## src/hdl/ped_pkg.sv

```systemverilog
// Shared types, character constants and the hex digit decoder
// for the percent-escape decoder. No dependencies.
package ped_pkg;

   localparam logic [7:0] ESC_RESET = 8'd37;   // '%'
   localparam logic [7:0] CH_0      = 8'h30;
   localparam logic [7:0] CH_9      = 8'h39;
   localparam logic [7:0] CH_LA     = 8'h61;
   localparam logic [7:0] CH_LF     = 8'h66;
   localparam logic [7:0] CH_UA     = 8'h41;
   localparam logic [7:0] CH_UF     = 8'h46;
   localparam logic [3:0] TEN       = 4'd10;
   localparam int         NUM_SLOTS = 3;       // most bytes one request can produce

   typedef struct packed {
      logic       valid;
      logic [3:0] nib;
   } hex_type;

   // bytes decoded from one request, slot 0 goes out first
   typedef struct packed {
      logic [NUM_SLOTS-1:0][7:0] data;
      logic [1:0]                cnt;
      logic                      last;
   } group_type;

   function automatic hex_type hex_value(input logic [7:0] c);
      hex_type h;
      h.valid = 1'b1;
      h.nib   = 4'd0;
      if (c >= CH_0 && c <= CH_9) begin
         h.nib = 4'(c - CH_0);
      end else if (c >= CH_LA && c <= CH_LF) begin
         h.nib = TEN + 4'(c - CH_LA);
      end else if (c >= CH_UA && c <= CH_UF) begin
         h.nib = TEN + 4'(c - CH_UA);
      end else begin
         h.valid = 1'b0;
      end
      return h;
   endfunction

endpackage

```

## src/hdl/ped_front.sv

```systemverilog
// Front end: escape-character register, parse state, and per-request
// expansion into a group of up to three bytes. Depends on ped_pkg.
module ped_front (
   input  logic                clock,
   input  logic                reset,
   input  logic                csr_we,
   input  logic [7:0]          csr_escape_char,
   input  logic                accept,
   input  logic [7:0]          in_byte,
   input  logic                in_last,
   output logic                grp_push,
   output ped_pkg::group_type  grp
);

   typedef enum logic [1:0] {
      PH_PLAIN,
      PH_ESC,
      PH_DIGIT
   } phase_type;

   phase_type   phase_ff, phase_in;
   logic [7:0]  held_ff, held_in;
   logic [7:0]  escape_ff;
   ped_pkg::hex_type hb, hh;

   assign hb = ped_pkg::hex_value(in_byte);
   assign hh = ped_pkg::hex_value(held_ff);

   always_comb begin
      logic [1:0] n;
      n        = 2'd0;
      grp.data = '0;
      phase_in = PH_PLAIN;
      held_in  = held_ff;
      case (phase_ff)
         PH_ESC: begin
            if (hb.valid) begin
               held_in  = in_byte;
               phase_in = PH_DIGIT;
            end else begin
               grp.data[n] = escape_ff;
               n = n + 2'd1;
               if (in_byte == escape_ff) begin
                  phase_in = PH_ESC;
               end else begin
                  grp.data[n] = in_byte;
                  n = n + 2'd1;
               end
            end
         end
         PH_DIGIT: begin
            if (hb.valid) begin
               grp.data[n] = {hh.nib, hb.nib};
               n = n + 2'd1;
            end else begin
               // held digit is retried as plain text; it only restarts an
               // escape when it equals the escape char, and then fails again
               grp.data[n] = escape_ff;
               n = n + 2'd1;
               grp.data[n] = (held_ff == escape_ff) ? escape_ff : held_ff;
               n = n + 2'd1;
               if (in_byte == escape_ff) begin
                  phase_in = PH_ESC;
               end else begin
                  grp.data[n] = in_byte;
                  n = n + 2'd1;
               end
            end
         end
         default: begin
            if (in_byte == escape_ff) begin
               phase_in = PH_ESC;
            end else begin
               grp.data[n] = in_byte;
               n = n + 2'd1;
            end
         end
      endcase
      if (in_last) begin
         // flush a pending escape at end of string
         if (phase_in == PH_ESC) begin
            grp.data[n] = escape_ff;
            n = n + 2'd1;
         end else if (phase_in == PH_DIGIT) begin
            grp.data[n] = escape_ff;
            n = n + 2'd1;
            grp.data[n] = held_in;
            n = n + 2'd1;
         end
         phase_in = PH_PLAIN;
         held_in  = 8'd0;
      end
      grp.cnt  = n;
      grp.last = in_last;
   end

   assign grp_push = accept && (grp.cnt != 2'd0);

   always_ff @(posedge clock) begin
      if (reset) begin
         phase_ff  <= PH_PLAIN;
         held_ff   <= 8'd0;
         escape_ff <= ped_pkg::ESC_RESET;
      end else begin
         if (accept) begin
            phase_ff <= phase_in;
            held_ff  <= held_in;
         end
         if (csr_we) begin
            escape_ff <= csr_escape_char;
         end
      end
   end

   a_last_resets: assert property (@(posedge clock) disable iff (reset)
      (accept && in_last) |=> (phase_ff == PH_PLAIN && held_ff == 8'd0))
      else $error("parse state not cleared after end of string");

   a_last_emits: assert property (@(posedge clock) disable iff (reset)
      (accept && in_last) |-> grp_push)
      else $error("final byte produced no output");

   a_digit_is_hex: assert property (@(posedge clock) disable iff (reset)
      (phase_ff == PH_DIGIT) |-> hh.valid)
      else $error("held digit is not a hex character");

endmodule

```

## src/hdl/ped_queue.sv

```systemverilog
// Small register queue of decoded byte groups between front and back.
// Depends on ped_pkg.
module ped_queue #(
   parameter int DEPTH = 4
) (
   input  logic                clock,
   input  logic                reset,
   input  logic                push,
   input  ped_pkg::group_type  wr_grp,
   output logic                full,
   input  logic                pop,
   output logic                head_valid,
   output ped_pkg::group_type  head
);

   localparam int PW = (DEPTH > 1) ? $clog2(DEPTH) : 1;
   localparam int CW = $clog2(DEPTH + 1);
   localparam logic [PW-1:0] LAST_PTR = PW'(DEPTH - 1);
   localparam logic [CW-1:0] FULL_CNT = CW'(DEPTH);

   ped_pkg::group_type slot_ff [DEPTH];
   logic [PW-1:0] wr_ptr_ff, rd_ptr_ff;
   logic [CW-1:0] count_ff;
   logic          do_pop;

   assign full       = (count_ff == FULL_CNT);
   assign head_valid = (count_ff != '0);
   assign head       = slot_ff[rd_ptr_ff];
   assign do_pop     = pop && head_valid;

   always_ff @(posedge clock) begin
      if (push) begin
         slot_ff[wr_ptr_ff] <= wr_grp;
      end
   end

   always_ff @(posedge clock) begin
      if (reset) begin
         wr_ptr_ff <= '0;
         rd_ptr_ff <= '0;
         count_ff  <= '0;
      end else begin
         if (push) begin
            wr_ptr_ff <= (wr_ptr_ff == LAST_PTR) ? '0 : wr_ptr_ff + 1'b1;
         end
         if (do_pop) begin
            rd_ptr_ff <= (rd_ptr_ff == LAST_PTR) ? '0 : rd_ptr_ff + 1'b1;
         end
         if (push && !do_pop) begin
            count_ff <= count_ff + 1'b1;
         end else if (do_pop && !push) begin
            count_ff <= count_ff - 1'b1;
         end
      end
   end

   a_no_overflow: assert property (@(posedge clock) disable iff (reset)
      push |-> (!full || do_pop))
      else $error("queue overflow");

   a_nonempty_group: assert property (@(posedge clock) disable iff (reset)
      head_valid |-> (head.cnt != 2'd0))
      else $error("empty group stored in queue");

endmodule

```

## src/hdl/ped_back.sv

```systemverilog
// Back end: walks the bytes of the head group one per pop and marks the
// end-of-string byte. Depends on ped_pkg.
module ped_back (
   input  logic                clock,
   input  logic                reset,
   input  logic                head_valid,
   input  ped_pkg::group_type  head,
   output logic                grp_pop,
   output logic                rsp_empty,
   input  logic                rsp_pop,
   output logic [7:0]          rsp_out_byte,
   output logic                rsp_out_last
);

   logic [1:0] idx_ff;
   logic       at_end;

   assign at_end       = (idx_ff == head.cnt - 2'd1);
   assign rsp_empty    = !head_valid;
   assign rsp_out_byte = head.data[idx_ff];
   assign rsp_out_last = head.last && at_end;
   assign grp_pop      = rsp_pop && head_valid && at_end;

   always_ff @(posedge clock) begin
      if (reset) begin
         idx_ff <= 2'd0;
      end else if (rsp_pop && head_valid) begin
         idx_ff <= at_end ? 2'd0 : idx_ff + 2'd1;
      end
   end

   a_idx_in_group: assert property (@(posedge clock) disable iff (reset)
      head_valid |-> (idx_ff < head.cnt))
      else $error("byte index beyond group");

endmodule

```

## src/hdl/percent_escape_decoder.sv

```systemverilog
// A request's decoded bytes are registered as a group in the queue. Throughput: one
// request per cycle while each yields at most one byte and rsp_pop keeps up; a request
// yielding several bytes (malformed escape or end-of-string flush) holds the queue head
// until all are popped, absorbed by the QUEUE_DEPTH-group queue before req_full rises.
// Reset (synchronous, active high): queue emptied, parse state plain text,
// escape char back to '%'.
module percent_escape_decoder #(
   parameter int QUEUE_DEPTH = 4
) (
   input  logic       clock,
   input  logic       reset,
   input  logic       req_push,
   output logic       req_full,
   input  logic [7:0] req_in_byte,
   input  logic       req_in_last,
   output logic       rsp_empty,
   input  logic       rsp_pop,
   output logic [7:0] rsp_out_byte,
   output logic       rsp_out_last,
   input  logic       csr_we,
   input  logic [7:0] csr_escape_char
);

   logic               accept;
   logic               grp_push;
   logic               grp_pop;
   logic               head_valid;
   ped_pkg::group_type wr_grp;
   ped_pkg::group_type head;

   assign accept = req_push && !req_full;

   ped_front u_front (
      .clock           (clock),
      .reset           (reset),
      .csr_we          (csr_we),
      .csr_escape_char (csr_escape_char),
      .accept          (accept),
      .in_byte         (req_in_byte),
      .in_last         (req_in_last),
      .grp_push        (grp_push),
      .grp             (wr_grp)
   );

   ped_queue #(
      .DEPTH (QUEUE_DEPTH)
   ) u_queue (
      .clock      (clock),
      .reset      (reset),
      .push       (grp_push),
      .wr_grp     (wr_grp),
      .full       (req_full),
      .pop        (grp_pop),
      .head_valid (head_valid),
      .head       (head)
   );

   ped_back u_back (
      .clock        (clock),
      .reset        (reset),
      .head_valid   (head_valid),
      .head         (head),
      .grp_pop      (grp_pop),
      .rsp_empty    (rsp_empty),
      .rsp_pop      (rsp_pop),
      .rsp_out_byte (rsp_out_byte),
      .rsp_out_last (rsp_out_last)
   );

endmodule
```

## config.mk

```make
export PLATFORM = sky130hd
export DESIGN_NAME = percent_escape_decoder
export DESIGN_NICKNAME = d
export VERILOG_FILES = /design/src/hdl/ped_pkg.sv /design/src/hdl/ped_front.sv /design/src/hdl/ped_queue.sv /design/src/hdl/ped_back.sv /design/src/hdl/percent_escape_decoder.sv
export SDC_FILE = /design/constraint.sdc
export NUM_CORES = 1
export LEC_CHECK = 0
export ABC_AREA = 1
export ABC_CLOCK_PERIOD_IN_PS = 8900
export BUFFER_PORTS_ARGS = -buffer_cell sky130_fd_sc_hd__buf_4
export CAP_MARGIN = 20
export CELL_PAD_IN_SITES_DETAIL_PLACEMENT = 1
export CELL_PAD_IN_SITES_GLOBAL_PLACEMENT = 2
export CORE_MARGIN = 2
export CORE_UTILIZATION = 41
export DETAILED_ROUTE_END_ITERATION = 12
export GPL_TIMING_DRIVEN = 0
export PLACE_DENSITY = 0.87
export SYNTH_ARGS = -nofsm -noshare
export SYNTH_HDL_FRONTEND = slang
export SYNTH_SLANG_ARGS = --single-unit
export TNS_END_PERCENT = 50
```

## constraint.sdc

```tcl
create_clock -name clock -period 8.9 [get_ports clock]
set_clock_uncertainty 0.2 [all_clocks]
set_input_delay 1.335 -clock clock [delete_from_list [all_inputs] [get_ports clock]]
set_output_delay 1.335 -clock clock [all_outputs]
set_load 0.02 [all_outputs]
```

==> flow_metrics.py, run 1 <==
metrics = {
    "drt": {
        "drc": 0,
        "first_pass_iters": 5,
        "wl_per_cell_um": 20.7,
        "wirelength_um": 26000,
        "postRouteAntennaNets": 0,
        "drt-initial-drc-count": 462,
        "vias": 6862,
        "viasPerCell": 5.47,
    },
    "synth": {
        "syn_inst": 956,
        "avgSynthCellArea_um2": 8.07,
        "synth_area_mm2": 0.00772,
        "ys_ff_latch": 137,
        "ys.warnings.count": 0,
        "syn-num-nets": 998,
        "yosys.cell_types.count": 42,
        "synth_edf_count": 108,
        "synth-main-ff-cell": "edfxtp_1",
        "ys_seq_area_frac": 0.495,
        "async_flop_share": 0,
    },
    "place": {
        "dpl_worst_slack_ns": 3.07,
        "place_hpwl_um": 18700,
        "gp_congestion": 0.961,
        "io_buffers": 32,
    },
    "global_routing": {
        "antenna_found_initial": 0,
        "grt_max_degree": 28,
        "grt-ovfl-total": 0,
        "globalRouteTotalUtil": 0.271,
        "grt_first_pass_wirelength_um": 40600,
        "grt_pass1_vias": 7028,
    },
    "finish": {
        "multi_input_area_mm2": 0.00339,
        "diodes": 0,
        "mostFrequentLayoutCell": "nand2_1",
        "regArea_mm2": 0.00382,
        "syn_to_final_growth_pct": 15.4,
        "nets": 1049,
        "nFillCells": 2260,
        "drive_gt1_frac": 0.101,
        "layout_common_cells": "nand2_1, nor2_1, edfxtp_1",
    },
    "setup_path": {
        "crit_family": "simple AND/OR/NAND/NOR gates",
        "worst_path_max_delay_cell": "fa_1",
        "worstPathMaxFanout": 9,
        "required_ns": 9.02,
        "slowest_delay_ns": 0.38,
        "critPathBufInv": 8,
        "start_kind": "input pin",
        "r2r_cells": 24,
        "cp-end-kind": "flip-flop",
        "path_class": "input pin to flip-flop",
        "timing.critical_path.mode_cell": "nand2_1",
        "cp.depth": 29,
        "arrival_ns": 5.55,
    },
    "clock_network": {
        "clock_latency_ns": 0.43,
        "clockBufferDepth": 2,
        "post_cts_buffers": 0,
        "cts_resized": 0,
        "numCtsBuffers": 17,
        "cts_root_buffer": "clkbuf_16",
        "clock_sinks": 137,
        "tritoncts": "built",
        "clkSlewWorstSetupHoldPaths_ns": 0.06,
        "h-tree-depth": 4,
        "postCtsHoldBufs": 0,
    },
    "die": {
        "start_util": 0.415,
        "rows": 50,
        "dieArea_mm2": 0.0199,
        "io_pins": 33,
        "core_mm2": 0.0186,
        "die_width_um": 141,
        "dieHeight_um": 141,
    },
    "timing": {
        "rsz0062_at_grt": "false",
        "hold_violations": 0,
        "tns_ns": 0,
        "min_period_over_period": 0.611,
        "period_needed_ns": 5.44,
        "slew_violations": 0,
        "tightest_slew_ns": 0.936,
        "setup_viol": 0,
        "slew_headroom": 0.374,
        "finalWorstSetupSlack_ns": 3.46,
        "fmax_mhz": 184,
    },
    "hold_path": {
        "worstHoldPathType": "flip-flop to flip-flop",
        "whs_path_depth": 2,
    },
    "pwr": {
        "ir_drop_uv": 117,
        "cellPowerDensity_mw_per_mm2": 257,
        "cellLeakagePower_nw": 3.58,
    },
    "run_status": {
        "status": "finished, final reports clean",
    },
    "flow_run": {
        "cap_violations": 0,
    },
}
## path summary, 6_finish.rpt
| check | start | endpoint | slack, ns |
|---|---|---|---|
| worst max-delay path | req_in_byte[1] | u_queue.count_ff[2]$_SDFFE_PP0P_ | 3.46 |
| worst min-delay path | u_queue.rd_ptr_ff[1]$_SDFFE_PP0P_ | u_queue.rd_ptr_ff[1]$_SDFFE_PP0P_ | 0.27 |
| worst max register to register | u_front.phase_ff[0]$_SDFFE_PP0P_ | u_queue.count_ff[2]$_SDFFE_PP0P_ | 4.12 |
| worst min register to register | u_queue.rd_ptr_ff[1]$_SDFFE_PP0P_ | u_queue.rd_ptr_ff[1]$_SDFFE_PP0P_ | 0.27 |
## worst reg2reg max path, cell delays in order, from the launching register on
cell and delay, ns:
dfxtp_1 0.36, inv_1 0.05, ha_1 0.26, clkbuf_1 0.44, inv_1 0.29, nand3_1 0.17
nand2_2 0.09, inv_1 0.09, ha_1 0.19, clkbuf_1 0.29, clkinv_1 0.36, nand3_1 0.19
nand2_1 0.06, nand2_1 0.05, nand2_1 0.10, nand2_2 0.12, nand2_2 0.17, inv_1 0.10
ha_1 0.14, inv_1 0.07, fa_1 0.38, a21oi_1 0.15, o21ai_0 0.12, o21ai_0 0.17
a21oi_1 0.05
## synthesized netlist by cell type (all sizes together), types with 4 or more instances
cell | instances | area (um^2)
clkbuf | 30 | 113
o221ai | 15 | 131
ha | 19 | 238
nor2 | 118 | 487
nand2 | 258 | 1000
a21oi | 44 | 224
clkinv | 4 | 15.0
a31oi | 4 | 25.0
o22ai | 16 | 100
a32o | 6 | 60.1
or2 | 8 | 50.1
buf | 11 | 57.6
dfxtp | 29 | 581
o211ai | 5 | 37.5
inv | 92 | 348
nor3 | 4 | 20.0
edfxtp | 108 | 3240
nand3 | 63 | 335
o21ai | 110 | 551
## area by class of cell
cell class	instances	share of cell area
flip-flops and latches	137	0.429
multi-input cells	682	0.381
clock buffers	18	0.0482
inverters	96	0.0407
well taps	234	0.0329
repair buffers	32	0.0270
clock inverters	14	0.0219
plain buffers	41	0.0191
## flip-flops by register name, summed over array words and instances, names as in the netlist, named ones only
register / flops
u_front.phase_ff: 2
u_front.escape_ff: 8
u_queue.wr_ptr_ff: 2
u_back.idx_ff: 2
u_front.held_ff: 8
u_queue.count_ff: 3
u_queue.slot_ff: 108
u_queue.rd_ptr_ff: 2
## kinds of logic after synthesis
family                   after synthesis  share of synthesized area
flip-flops                           137                      0.495
buffers and inverters                137                     0.0691
XOR/XNOR                               1                    0.00113
AND/OR/NAND/NOR                      455                      0.249
adder cells (fa/ha/maj)               20                     0.0334
AO/OA/AOI/OAI                        206                      0.152
## metrics by stage
step / total power [mW] / hold WS, ns / cell area (um^2) / utilization / cells
after floorplan: 1.25 / 0.239 / 7720 / - / 956
after global placement: 1.52 / 0.258 / 8250 / 0.444 / 1222
after detailed placement: 1.54 / 0.266 / 8280 / 0.446 / 1222
after CTS: 2.30 / 0.276 / 8910 / 0.479 / 1254
after global routing: 2.40 / 0.324 / 8910 / 0.479 / 1254
final: 2.29 / 0.272 / 8910 / 0.479 / 1254
## routing by layer
metal / wire length (um) / vias to the layer above / GRT usage
li1: - / 3336 / -
met1: 11600 / 3315 / 0.346
met2: 12700 / 166 / 0.470
met3: 1030 / 45 / 0.0469
met4: 658 / 0 / 0.0863
met5: 0 / - / 0
## report_power, final
group	total, mW	switching [mW]	internal, mW	leakage, nW
Clock	0.756	0.285	0.471	0.297
Combinational	0.732	0.498	0.234	2.06
Sequential	0.799	0.0313	0.767	1.22
Total	2.29	0.814	1.47	3.58
(Power assumes the default switching activity.)
==> inputs of run 2 (changes only) <==
ABC_AREA = 0   (was 1)
ABC_CLOCK_PERIOD_IN_PS = 4400   (was 8900)
CORE_UTILIZATION = 39   (was 41)
PLACE_DENSITY = 0.77   (was 0.87)
clock period = 4.4 ns   (was 8.9 ns; I/O delays follow)
==> flow_metrics.py, run 2 <==
metrics = {
    "finish": {
        "layout_common_cells": "edfxtp_1, nand2_1, nor2_1",
        "diodes": 0,
        "reg_top3": "u_queue.slot_ff: 108 flops, u_front.escape_ff: 8 flops, u_front.held_ff: 8 flops",
        "utilization": 0.472,
        "nets": 695,
        "nFillCells": 1847,
        "largest_reg_flops": 108,
        "syn_to_final_growth_pct": 17.9,
        "design_area_mm2": 0.00854,
        "mostFrequentLayoutCell": "edfxtp_1",
        "top_register": "u_queue.slot_ff",
        "drive_gt1_frac": 0.233,
    },
    "synth": {
        "ys_ff_latch": 137,
        "yosysTopAreaCellShare": 0.448,
        "ys.warnings.count": 0,
        "synth_area_mm2": 0.00724,
        "yosys-top-cells-count": "edfxtp_1, nand2_1, nor2_1",
        "yosysTopAreaCell": "edfxtp_1",
        "syn-num-nets": 639,
        "avgSynthCellArea_um2": 12.1,
        "synth_edf_count": 108,
        "yosys-top-cells-area": "edfxtp_1, mux4_2, dfxtp_1",
        "syn_inst": 597,
        "ys_seq_area_frac": 0.528,
        "async_flop_share": 0,
        "yosysMostFrequentCell": "edfxtp_1",
        "yosys.cell_types.count": 70,
        "synth-main-ff-cell": "edfxtp_1",
    },
    "place": {
        "gp_congestion": 0.915,
        "dpl_worst_slack_ns": -0.743,
        "place_hpwl_um": 15600,
        "io_buffers": 28,
        "post_dp_cell_area_mm2": 0.00790,
    },
    "drt": {
        "drt-initial-drc-count": 294,
        "drc": 0,
        "wl_per_cell_um": 24.3,
        "postRouteAntennaNets": 0,
        "first_pass_iters": 4,
        "vias": 5267,
        "wirelength_um": 21700,
        "viasPerCell": 5.90,
    },
    "timing": {
        "tns_ns": 0,
        "rsz0062_at_grt": "true",
        "slew_headroom": 0.450,
        "hold_ws_ns": 0.242,
        "slew_violations": 0,
        "fmax_mhz": 230,
        "min_period_over_period": 0.986,
        "tightest_slew_ns": 0.826,
        "period_needed_ns": 4.34,
        "hold_violations": 0,
        "setup_viol": 0,
        "finalWorstSetupSlack_ns": 0.0611,
    },
    "global_routing": {
        "grt_max_degree": 18,
        "met1_usage": 0.283,
        "antenna_found_initial": 0,
        "grt-ovfl-total": 0,
        "grt_use_met3": 0.0366,
        "use_met2": 0.402,
        "grt.busiest_layer": "met2",
        "globalRouteTotalUtil": 0.228,
        "grt_pass1_vias": 5597,
        "grt_first_pass_wirelength_um": 33400,
    },
    "setup_path": {
        "r2r_cells": 15,
        "r2r_end": "u_queue.count_ff[2]$_SDFFE_PP0P_",
        "required_ns": 4.54,
        "cp-end-kind": "flip-flop",
        "r2r-start": "u_front.escape_ff[7]$_SDFFE_PP0P_",
        "arrival_ns": 4.48,
        "worstPathMaxFanout": 10,
        "worst-r2r-setup-slack_ns": 0.16,
        "path_class": "input pin to flip-flop",
        "start_kind": "input pin",
    },
    "clock_network": {
        "clkSlewWorstSetupHoldPaths_ns": 0.06,
        "postCtsHoldBufs": 0,
        "clock_sinks": 137,
        "clockBufferDepth": 2,
        "cts_root_buffer": "clkbuf_16",
        "numCtsBuffers": 17,
        "tritoncts": "built",
        "clock_latency_ns": 0.42,
        "h-tree-depth": 4,
    },
    "run_status": {
        "status": "finished, final reports clean",
    },
    "die": {
        "start_util": 0.400,
        "dieHeight_um": 140,
        "rows": 49,
        "dieArea_mm2": 0.0197,
        "die_width_um": 140,
        "io_pins": 33,
        "core_mm2": 0.0181,
    },
    "pwr": {
        "cellLeakagePower_nw": 2.94,
        "cellPowerDensity_mw_per_mm2": 449,
        "ir_drop_uv": 278,
    },
    "hold_path": {
        "min_from": "csr_escape_char[0]",
        "whs_path_depth": 2,
        "worstHoldPathType": "input pin to flip-flop",
        "holdPathEnd": "u_front.escape_ff[0]$_SDFFE_PP1P_",
    },
    "flow_run": {
        "cap_violations": 0,
    },
}
run 2: cell count changes after synthesis, moves of 10 or more:
cell and delta:
mux4_2 +27, a21oi_1 -23, inv_1 -61, nand2_1 -197, nand3_1 -45, o221ai_1 -12, mux2i_1 +22, buf_2 +10
nor2_1 -68, a32oi_1 +11, a22oi_1 +12, o21ai_0 -91
run 2: how the worst max path moves through the flow:
stage,from,to,cells past startpoint
global route,req_in_byte[1],u_queue.count_ff[2]$_SDFFE_PP0P_,20
global placement,req_in_byte[1],u_queue.slot_ff[0][14]$_DFFE_PP_,15
CTS,req_in_byte[1],u_queue.count_ff[2]$_SDFFE_PP0P_,20
floorplan,req_in_byte[3],u_queue.count_ff[2]$_SDFFE_PP0P_,16
detailed placement,req_in_byte[1],u_queue.count_ff[2]$_SDFFE_PP0P_,20
finish,req_in_byte[1],u_queue.count_ff[2]$_SDFFE_PP0P_,20
run 2: power by group:
part           leakage, nW  switching (mW)  internal [mW]
registers             1.22          0.0595           1.53
clock network        0.264           0.536          0.822
logic                 1.46           0.489          0.395
total                 2.94            1.08           2.75
run 2: logic make-up (layout without fill, tap and decap cells):
logic type                 after synthesis  after routing  share of synthesized area
AOI/OAI and AO/OA                      144            144                      0.153
xor gates and xnor gates                13             13                     0.0157
adders and majority gates               20             20                     0.0356
buffers and inverters                   72            139                     0.0418
and+or+nand+nor                        159            159                      0.107
DFF                                    137            137                      0.528
muxes                                   52             52                      0.119
run 2: routing by layer:
layer	vias to the layer above	share of wire
met1	2671	0.42
met2	142	0.52
li1	2413	-
met3	41	0.034
met5	-	0
met4	0	0.027
run 2: final cells by class:
type | count | area (um^2) | area share
Buffer | 46 | 219 | 0.0256
Clock buffer | 17 | 425 | 0.0498
Clock inverter | 13 | 130 | 0.0152
Inverter | 22 | 88.8 | 0.0104
Multi-Input combinational cell | 388 | 3180 | 0.372
Sequential cell | 137 | 3830 | 0.448
Tap cell | 229 | 287 | 0.0336
Timing Repair Buffer | 41 | 385 | 0.0451
run 2: stage by stage:
step	total power [mW]	instances
floorplan	2.16	597
global placement	2.41	854
detailed placement	2.49	858
CTS	3.86	892
global route	4.00	893
finish	3.84	893
run 2: critical path: stages:
cell and delay [ns]:
buf_4 0.17, clkinvlp_4 0.13, ha_2 0.22, or3b_1 0.40, nand3_2 0.13, buf_6 0.15, nand2_2 0.10, nor2_1 0.10
nor2_1 0.06, nor2_2 0.13, a21oi_2 0.06, ha_2 0.29, or3_4 0.38, a41oi_4 0.26, ha_4 0.19, inv_1 0.06
fa_2 0.34, xor2_1 0.18, or3_1 0.33, a21oi_1 0.14
run 2: timing repair:
item | 4_1_cts | 5_1_grt
endpoints found under the setup margin | 114 | 73
resized for setup | 6 | 7
pin swaps | 4 | 0
buffers inserted | 8 | 0
